File: src/hdl/cme_pkg.sv
// ----------------------------------------------------------------------------
// cme_pkg
// Shared types, symbol codes and the Russian Morse letter table used by the
// front, the job queue and the serializer of the Cyrillic Morse encoder.
// ----------------------------------------------------------------------------
package cme_pkg;

  // Output symbol codes.
  localparam logic [1:0] SymDot   = 2'd0;
  localparam logic [1:0] SymDash  = 2'd1;
  localparam logic [1:0] SymGap   = 2'd2;
  localparam logic [1:0] SymSlash = 2'd3;

  // Byte classification constants.
  localparam logic [7:0] LeadMin  = 8'h80;
  localparam logic [7:0] CyrLead  = 8'hD0;
  localparam logic [7:0] CyrFirst = 8'h90;
  localparam logic [7:0] CyrLast  = 8'hAF;
  localparam logic [7:0] AsciiSpace = 8'h20;

  // Job geometry: at most five marks plus the trailing gap.
  localparam int unsigned MaxMarks = 5;
  localparam int unsigned MaxSyms  = 6;
  localparam int unsigned CntW     = 3;

  // Default depth of the job queue between front and back.
  localparam int unsigned QueueDepth = 4;

  // One queued job: symbols packed first-out in the low bits and their count.
  typedef struct packed {
    logic [CntW-1:0]        count;
    logic [2*MaxSyms-1:0]   syms;
  } job_t;

  // Letter table entry: mark count and mark pattern, first mark in bit 0,
  // a set bit is a dash.
  typedef struct packed {
    logic [CntW-1:0]     len;
    logic [MaxMarks-1:0] pat;
  } letter_t;

  // Russian Morse code for the capital letters A through YA.
  function automatic letter_t letter_code(input logic [4:0] idx);
    letter_t r;
    unique case (idx)
      5'd0:  r = '{len: 3'd2, pat: 5'b00010};
      5'd1:  r = '{len: 3'd4, pat: 5'b00001};
      5'd2:  r = '{len: 3'd3, pat: 5'b00110};
      5'd3:  r = '{len: 3'd3, pat: 5'b00011};
      5'd4:  r = '{len: 3'd3, pat: 5'b00001};
      5'd5:  r = '{len: 3'd1, pat: 5'b00000};
      5'd6:  r = '{len: 3'd4, pat: 5'b01000};
      5'd7:  r = '{len: 3'd4, pat: 5'b00011};
      5'd8:  r = '{len: 3'd2, pat: 5'b00000};
      5'd9:  r = '{len: 3'd4, pat: 5'b01110};
      5'd10: r = '{len: 3'd3, pat: 5'b00101};
      5'd11: r = '{len: 3'd4, pat: 5'b00010};
      5'd12: r = '{len: 3'd2, pat: 5'b00011};
      5'd13: r = '{len: 3'd2, pat: 5'b00001};
      5'd14: r = '{len: 3'd3, pat: 5'b00111};
      5'd15: r = '{len: 3'd4, pat: 5'b00110};
      5'd16: r = '{len: 3'd3, pat: 5'b00010};
      5'd17: r = '{len: 3'd3, pat: 5'b00000};
      5'd18: r = '{len: 3'd1, pat: 5'b00001};
      5'd19: r = '{len: 3'd3, pat: 5'b00100};
      5'd20: r = '{len: 3'd4, pat: 5'b00100};
      5'd21: r = '{len: 3'd4, pat: 5'b00000};
      5'd22: r = '{len: 3'd4, pat: 5'b00101};
      5'd23: r = '{len: 3'd4, pat: 5'b00111};
      5'd24: r = '{len: 3'd4, pat: 5'b01111};
      5'd25: r = '{len: 3'd4, pat: 5'b01011};
      5'd26: r = '{len: 3'd5, pat: 5'b11011};
      5'd27: r = '{len: 3'd4, pat: 5'b01101};
      5'd28: r = '{len: 3'd4, pat: 5'b01001};
      5'd29: r = '{len: 3'd5, pat: 5'b00100};
      5'd30: r = '{len: 3'd4, pat: 5'b01100};
      5'd31: r = '{len: 3'd4, pat: 5'b01010};
      default: r = '{len: 3'd0, pat: 5'b00000};
    endcase
    return r;
  endfunction

endpackage

File: src/hdl/cme_front.sv
// ----------------------------------------------------------------------------
// cme_front
// Accepts text bytes, tracks an open two-byte pair and turns each character
// that produces output into a job of symbols for the queue.
// ----------------------------------------------------------------------------
module cme_front (
  input  logic            clk_i,
  input  logic            rst_ni,
  input  logic            accept_i,
  input  logic [7:0]      text_byte_i,
  input  logic            start_of_text_i,
  output logic            push_o,
  output cme_pkg::job_t   job_o
);

  logic        lead_pending_q, lead_pending_d;
  logic [7:0]  lead_value_q, lead_value_d;
  logic        pending_eff;
  logic        is_letter;
  logic        is_space;
  cme_pkg::letter_t code;
  logic [cme_pkg::MaxMarks:0] pat_ext;

  // A start flag drops any open pair before the byte is looked at.
  assign pending_eff = lead_pending_q & ~start_of_text_i;

  // Classify the byte against the open pair.
  assign is_letter = pending_eff && (lead_value_q == cme_pkg::CyrLead) &&
                     (text_byte_i >= cme_pkg::CyrFirst) &&
                     (text_byte_i <= cme_pkg::CyrLast);
  assign is_space  = !pending_eff && (text_byte_i == cme_pkg::AsciiSpace);

  assign code    = cme_pkg::letter_code(5'(text_byte_i - cme_pkg::CyrFirst));
  assign pat_ext = {1'b0, code.pat};

  // Build the symbol list of the job.
  always_comb begin
    job_o = '0;
    if (is_letter) begin
      job_o.count = code.len + 3'd1;
      for (int i = 0; i < cme_pkg::MaxSyms; i++) begin
        if (3'(i) < code.len) begin
          job_o.syms[2*i +: 2] = pat_ext[i] ? cme_pkg::SymDash : cme_pkg::SymDot;
        end else begin
          job_o.syms[2*i +: 2] = cme_pkg::SymGap;
        end
      end
    end else begin
      job_o.count     = 3'd2;
      job_o.syms[1:0] = cme_pkg::SymSlash;
      job_o.syms[3:2] = cme_pkg::SymGap;
    end
  end

  assign push_o = accept_i && (is_letter || is_space);

  // Pair state update.
  always_comb begin
    lead_pending_d = lead_pending_q;
    lead_value_d   = lead_value_q;
    if (accept_i) begin
      if (pending_eff) begin
        lead_pending_d = 1'b0;
        lead_value_d   = '0;
      end else if (text_byte_i >= cme_pkg::LeadMin) begin
        lead_pending_d = 1'b1;
        lead_value_d   = text_byte_i;
      end else begin
        lead_pending_d = 1'b0;
        lead_value_d   = '0;
      end
    end
  end

  always_ff @(posedge clk_i or negedge rst_ni) begin
    if (!rst_ni) begin
      lead_pending_q <= 1'b0;
      lead_value_q   <= '0;
    end else begin
      lead_pending_q <= lead_pending_d;
      lead_value_q   <= lead_value_d;
    end
  end

endmodule

File: src/hdl/cme_fifo.sv
// ----------------------------------------------------------------------------
// cme_fifo
// Short job queue that decouples the byte front from the symbol serializer.
// ----------------------------------------------------------------------------
module cme_fifo #(
  parameter int unsigned Depth = cme_pkg::QueueDepth
) (
  input  logic            clk_i,
  input  logic            rst_ni,
  input  logic            push_i,
  input  cme_pkg::job_t   job_i,
  input  logic            pop_i,
  output cme_pkg::job_t   job_o,
  output logic            full_o,
  output logic            empty_o
);

  localparam int unsigned PtrW = (Depth > 1) ? $clog2(Depth) : 1;
  localparam int unsigned FillW = $clog2(Depth + 1);

  cme_pkg::job_t    mem_q [Depth];
  logic [PtrW-1:0]  wr_ptr_q, rd_ptr_q;
  logic [FillW-1:0] fill_q;

  assign full_o  = (fill_q == FillW'(Depth));
  assign empty_o = (fill_q == '0);
  assign job_o   = mem_q[rd_ptr_q];

  // Storage write.
  always_ff @(posedge clk_i) begin
    if (push_i) begin
      mem_q[wr_ptr_q] <= job_i;
    end
  end

  // Pointers and fill level.
  always_ff @(posedge clk_i or negedge rst_ni) begin
    if (!rst_ni) begin
      wr_ptr_q <= '0;
      rd_ptr_q <= '0;
      fill_q   <= '0;
    end else begin
      if (push_i) begin
        wr_ptr_q <= (wr_ptr_q == PtrW'(Depth - 1)) ? '0 : wr_ptr_q + 1'b1;
      end
      if (pop_i) begin
        rd_ptr_q <= (rd_ptr_q == PtrW'(Depth - 1)) ? '0 : rd_ptr_q + 1'b1;
      end
      if (push_i && !pop_i) begin
        fill_q <= fill_q + 1'b1;
      end else if (pop_i && !push_i) begin
        fill_q <= fill_q - 1'b1;
      end
    end
  end

endmodule

File: src/hdl/cme_back.sv
// ----------------------------------------------------------------------------
// cme_back
// Symbol serializer: takes one job from the queue and presents its symbols
// one per cycle from an output register unless stalled, marking the final one.
// ----------------------------------------------------------------------------
module cme_back (
  input  logic            clk_i,
  input  logic            rst_ni,
  input  logic            empty_i,
  input  cme_pkg::job_t   job_i,
  output logic            pop_o,
  output logic            out_valid_o,
  input  logic            out_stall_i,
  output logic [1:0]      symbol_o,
  output logic            last_o
);

  logic                          busy_q;
  logic [cme_pkg::CntW-1:0]      cnt_q;
  logic [2*cme_pkg::MaxSyms-1:0] syms_q;
  logic                          advance;

  assign advance = busy_q && !out_stall_i;

  // Load the next job when idle or when the final symbol leaves.
  assign pop_o = !empty_i && (!busy_q || (advance && cnt_q == 3'd1));

  assign out_valid_o = busy_q;
  assign symbol_o    = syms_q[1:0];
  assign last_o      = (cnt_q == 3'd1);

  // Symbol shift register.
  always_ff @(posedge clk_i) begin
    if (pop_o) begin
      syms_q <= job_i.syms;
    end else if (advance) begin
      syms_q <= {2'b00, syms_q[2*cme_pkg::MaxSyms-1:2]};
    end
  end

  // Job control.
  always_ff @(posedge clk_i or negedge rst_ni) begin
    if (!rst_ni) begin
      busy_q <= 1'b0;
      cnt_q  <= '0;
    end else if (pop_o) begin
      busy_q <= 1'b1;
      cnt_q  <= job_i.count;
    end else if (advance) begin
      cnt_q <= cnt_q - 1'b1;
      if (cnt_q == 3'd1) begin
        busy_q <= 1'b0;
      end
    end
  end

endmodule

File: src/hdl/cyrillic_morse_encoder_core.sv
// A closing byte's job is written into the job queue and then loaded into the
// serializer's output register, when the serializer is idle.
// Throughput: one byte per cycle at the input while the job queue has room;
// the serializer emits one symbol per cycle unless stalled, and a letter's job
// has two to six symbols. Sustained rate is set by the serializer.
// Reset clears the open-pair state, the job queue pointers and the output valid.
// ----------------------------------------------------------------------------
// cyrillic_morse_encoder_core
// Encodes a UTF-8 byte stream of capital Cyrillic letters and spaces into
// Russian Morse symbols: byte front, job queue and symbol serializer.
// ----------------------------------------------------------------------------
module cyrillic_morse_encoder_core #(
  parameter int unsigned QueueDepth = cme_pkg::QueueDepth
) (
  input  logic        clk_i,
  input  logic        rst_ni,
  input  logic        in_valid_i,
  output logic        in_stall_o,
  input  logic [7:0]  text_byte_i,
  input  logic        start_of_text_i,
  output logic        out_valid_o,
  input  logic        out_stall_i,
  output logic [1:0]  symbol_o,
  output logic        last_o
);

  logic          accept;
  logic          push;
  logic          pop;
  logic          full;
  logic          empty;
  cme_pkg::job_t push_job;
  cme_pkg::job_t head_job;

  // The front takes a request whenever the queue has room for its job.
  assign in_stall_o = full;
  assign accept     = in_valid_i && !full;

  cme_front u_front (
    .clk_i           (clk_i),
    .rst_ni          (rst_ni),
    .accept_i        (accept),
    .text_byte_i     (text_byte_i),
    .start_of_text_i (start_of_text_i),
    .push_o          (push),
    .job_o           (push_job)
  );

  cme_fifo #(
    .Depth (QueueDepth)
  ) u_fifo (
    .clk_i   (clk_i),
    .rst_ni  (rst_ni),
    .push_i  (push),
    .job_i   (push_job),
    .pop_i   (pop),
    .job_o   (head_job),
    .full_o  (full),
    .empty_o (empty)
  );

  cme_back u_back (
    .clk_i       (clk_i),
    .rst_ni      (rst_ni),
    .empty_i     (empty),
    .job_i       (head_job),
    .pop_o       (pop),
    .out_valid_o (out_valid_o),
    .out_stall_i (out_stall_i),
    .symbol_o    (symbol_o),
    .last_o      (last_o)
  );

  // A job pushed into the queue carries between two and six symbols.
  a_job_count: assert property (@(posedge clk_i) disable iff (!rst_ni)
    push |-> (push_job.count >= 3'd2 && push_job.count <= 3'd6))
    else $error("job with an invalid symbol count");

  // A symbol that is not the last of its request is always followed by more.
  a_job_continues: assert property (@(posedge clk_i) disable iff (!rst_ni)
    (out_valid_o && !last_o) |=> out_valid_o)
    else $error("symbol job ended without a final symbol");

  // The serializer only loads from a queue that holds a job.
  a_pop_nonempty: assert property (@(posedge clk_i) disable iff (!rst_ni)
    pop |-> !empty)
    else $error("job loaded from an empty queue");

endmodule

File: config.mk
export PLATFORM = sky130hd
export DESIGN_NAME = cyrillic_morse_encoder_core
export DESIGN_NICKNAME = d
export VERILOG_FILES = /design/src/hdl/cme_pkg.sv /design/src/hdl/cme_front.sv /design/src/hdl/cme_fifo.sv /design/src/hdl/cme_back.sv /design/src/hdl/cyrillic_morse_encoder_core.sv
export SDC_FILE = /design/constraint.sdc
export NUM_CORES = 1
export LEC_CHECK = 0
export CAP_MARGIN = 10
export CORE_MARGIN = 4
export CORE_UTILIZATION = 56
export CTS_CLUSTER_DIAMETER = 40
export DETAILED_ROUTE_END_ITERATION = 10
export DONT_BUFFER_PORTS = 1
export PLACE_DENSITY = 0.71
export SYNTH_ARGS = -nofsm -noshare
export SYNTH_HDL_FRONTEND = slang
export SYNTH_SLANG_ARGS = --single-unit
File: constraint.sdc
create_clock -name clk_i -period 3.4 [get_ports clk_i]
set_input_delay 0.17 -clock clk_i [delete_from_list [all_inputs] [get_ports clk_i]]
set_output_delay 0.17 -clock clk_i [all_outputs]
set_load 0.01 [all_outputs]
==> summary.md <==
| Metric | Value |
|---|---|
| Status | `complete, no violations` |
| Min cycle time layout | `2.661 ns` |
| Post-synth EDFFs | `67` |
| GP Congestion | `0.7478` |
| Max clock buf depth | `2` |
| ANT nets after route | `0` |
| Starting density of the core | `0.5769` |
| Residual overflow from global routing | `0` |
| Final period utilization | `0.7826` |
| Yosys warnings | `0` |
| Post-Synth Adder-Cell Area | `0.05235` |
| Pre-antenna DRT Iters | `4` |
| Filler cells | `598` |
| Via-to-Cell Ratio | `5.577` |
| Layout cells sized above 1 | `0.1574` |
| Flop pwr share | `0.499` |
| Combinational cell fraction of total power | `0.206` |
| Number of buffers created by CTS | `9` |
| Wire per inst | `17.13 µm` |
| Starting DRT DRC Count | `106` |
| Post-synthesis mux area share | `0.09994` |
| Setup Viol. Count Final | `0` |
| Worst-margin pin slew | `approximately 0.9 ns` |
| Leakage power figure | `1.775 nW` |
| P_sw | `0.7984 mW` |
| Met2 WL | `roughly 3400 µm` |
| Area of the multi-input gates | `1535 µm²` |
| Top routing layer used | `met4` |
| Worst r2r src | `u_fifo.fill_q[0]` |
| Prevailing post-synth register cell | `edfxtp_1` |
| Synth Register Bits | `87` |
| Kind of critical path | `register to register` |
| Core footprint | `between 7000 and 8000 µm²` |
| Path depth of the worst reg2reg path | `10` |
| Worst R2R Setup Slack | `0.74 ns` |
| Sequential area share after synthesis | `0.5973` |
| Clock slew at reported path FFs | `roughly 0.08 ns` |
| Seq. cell area | `2512 µm²` |
| Clk pwr share | `0.295` |
| Largest family of logic cells by synthesized area | `simple AND/OR/NAND/NOR gates` |
| Reg2reg end | `u_fifo.fill_q[2]` |
| Critical path startpoint category | `register` |
| First-pass GRT wire length | `11820 µm` |
| Rows | `31` |
| HP Class | `input port to register` |
| Hold EP | `u_fifo.mem_q[0][8]` |
| Met3 WL | `264 µm` |
| RSZ-0062 raised after global routing | `false` |
| Die Width | `94.67 µm` |
| Largest net degree at the start of global routing | `29` |
| Hpwl dp | `4612 µm` |
| Rel. slew slack | `0.4018` |
| Max Freq | `375.8 MHz` |
| CTS Sinks | `87` |
| Setup WS post-layout | `approximately 0.74 ns` |
| PortBufs | `0` |
| DR DRC count | `0` |
| WP data required | `3.68 ns` |
| Dpl cell area | `4224 µm²` |
| Layout Cell Area excl Fill | `4557 µm²` |
| Max-cap violations | `0` |
| Post-Synth XOR/XNOR Area | `0.01874` |
| Final Skew | `0.01089 ns` |
| Vias post-DR | `2253` |
| Internal | `2.112 mW` |
| Boundary pin count | `18` |
| Pre-CTS WS | `~0.74 ns` |
| Hold Startpoint | `text_byte_i[4]` |
| Layout Nets | `330` |
| Post-synthesis compound-gate area fraction | `0.08685` |
| WL final | `between 6000 and 7000 µm` |
| TNS Setup | `0 ns` |
| Layout overhead on the synthesized area | `8.328%` |
| Net Count, Synth | `about 330` |
| Routed met1 length | `slightly above 3000 µm` |
| Worst Path Arrival | `just under 3 ns` |
| Pwr per Cell Area | `~640 nW/µm²` |
| Post-Syn Instances | `296` |
| Crit end category | `register` |
| Sw frac | `0.2743` |
| Later-pin clock latency in the skew report | `0.36 ns` |
| Peak supply drop | `0.2964 mV` |
| Global Route Usage Sum | `0.1766` |
| Final Hold Fails | `0` |
| Critical path fanouts, max | `11` |
| CTS tree | `built` |
| Synth Area per Inst | `~14 µm²` |
| Vias in the first global route | `2344` |
| H-tree levels | `3` |
| Unique masters post-synth | `50` |
| Die height | `94.67 µm` |
| Synthesized area | `4207 µm²` |
| Asr flop ratio synth | `0.2299` |
| Hold Path Depth | `1` |
| Final Slew Violations | `0` |
| ANT cells | `0` |
| Root Buffer | `clkbuf_8` |
| Initial antenna violation count | `0` |
| Simple-gate share of the synthesized area | `0.1071` |
| Die Area | `8962 µm²` |
[cell usage after synthesis, types with 2 or more instances]
master,count,area (µm²)
edfxtp_1,67,2012
nand2_1,42,157.7
dfrtp_1,20,500.5
ha_1,16,200.2
mux4_2,15,337.8
nor2_1,13,48.80
a21oi_1,8,40.04
inv_1,8,30.03
a22o_1,7,61.31
and2_1,7,43.79
buf_2,7,35.03
nand2b_1,7,43.79
o21ai_0,7,35.03
a21o_1,6,45.04
buf_4,6,45.04
xnor2_1,5,43.79
xor2_1,4,35.03
a211oi_1,3,22.52
buf_6,3,33.78
mux2i_1,3,30.03
nor3_1,3,15.01
a31oi_1,2,12.51
clkbuf_1,2,7.510
inv_2,2,7.510
mux2_2,2,22.52
mux2_4,2,30.03
nand3b_1,2,15.01
nand4b_1,2,17.52
nor2b_1,2,12.51
nor4_2,2,25.02
or2_1,2,12.51
[how the worst max path moves through the flow]
stage	from	to	depth (start not counted)
after detailed placement	u_fifo.fill_q[0]	u_fifo.fill_q[2]	10
after CTS	u_fifo.fill_q[0]	u_fifo.fill_q[2]	10
after global routing	u_fifo.fill_q[0]	u_fifo.fill_q[2]	10
final	u_fifo.fill_q[0]	u_fifo.fill_q[2]	10
after floorplan	u_back.cnt_q[0]	u_fifo.fill_q[2]	13
after global placement	u_fifo.fill_q[0]	u_fifo.fill_q[2]	10
[through the flow]
step	utilization	power (mW)	instances	hold slack, ns
3_5_place_dp	0.5793	2.070	379	-0.1251
4_1_cts	0.6249	2.944	404	0.01292
5_1_grt	0.6249	3.075	404	0.006543
2_1_floorplan	-	1.967	296	-0.1256
6_report	0.6249	2.911	404	0.02444
3_3_place_gp	0.5793	2.049	379	-0.1251
[worst max-delay path, stage by stage, from the launching register on]
cell and delay, ns:
dfrtp_1 0.44, nor2_1 0.08, and2_1 0.22, nand2b_1 0.41
a21oi_4 0.33, ha_1 0.23, inv_1 0.06, fa_1 0.38
xor2_1 0.17, nor2_1 0.12, xor2_1 0.15
[layer usage]
metal	GRT usage	vias up
met5	0	-
met4	0.08293	0
met3	0.03426	10
met2	0.2801	43
met1	0.2356	1103
li1	-	1097
[layout make-up]
type,instances,share of cell area
repair buffers,11,0.02306
flip-flops and latches,87,0.5513
clock inverters,7,0.02608
clock buffers,9,0.02718
well taps,99,0.02718
inverters,10,0.008237
multi-input cells,181,0.3369
[cell usage in the layout (no fill, tap or decap), types with 3 or more instances in the layout]
master and instances:
a211oi_1 3, and2_1 7, clkbuf_8 9, nand2_1 42
bufinv_16 3, o21ai_0 7, xnor2_1 5, a21o_1 6
a21oi_1 8, xor2_1 4, mux4_2 15, nand2b_1 7
nor2_1 13, inv_1 8, edfxtp_1 67, mux2i_1 3
a22o_1 7, dlygate4sd3_1 9, dfrtp_1 20, ha_1 16
nor3_1 3
[logic make-up (layout without fill, tap and decap cells)]
logic type,Yosys count,after routing
mux,22,22
fa+ha+maj,17,17
compound gates,45,45
xor+xnor,9,9
buf+inv,28,37
simple gates,88,88
flops,87,87
[what timing repair did]
action | in CTS | in global routing
hold buffers | 9 | 0
buffers inserted | 0 | 0
hold endpoints to repair | 28 | 0
resized for setup | 0 | 0
[state kept, by name, indices dropped and copies added, names as in the netlist]
signal                  count
u_fifo.rd_ptr_q             2
u_back.syms_q              11
u_fifo.fill_q               3
u_back.out_valid_o          1
u_fifo.wr_ptr_q             2
u_front.lead_value_q        8
u_back.cnt_q                3
u_front.lead_pending_q      1
u_fifo.mem_q               56
[power by group through the flow]
stage	logic [mW]	clock network (mW)	registers, mW
after detailed placement	0.587	0	1.48
final	0.599	0.860	1.45
after floorplan	0.577	0	1.39
after global routing	0.671	0.922	1.48
after CTS	0.610	0.874	1.46
after global placement	0.571	0	1.48
(Power assumes the default switching activity.)
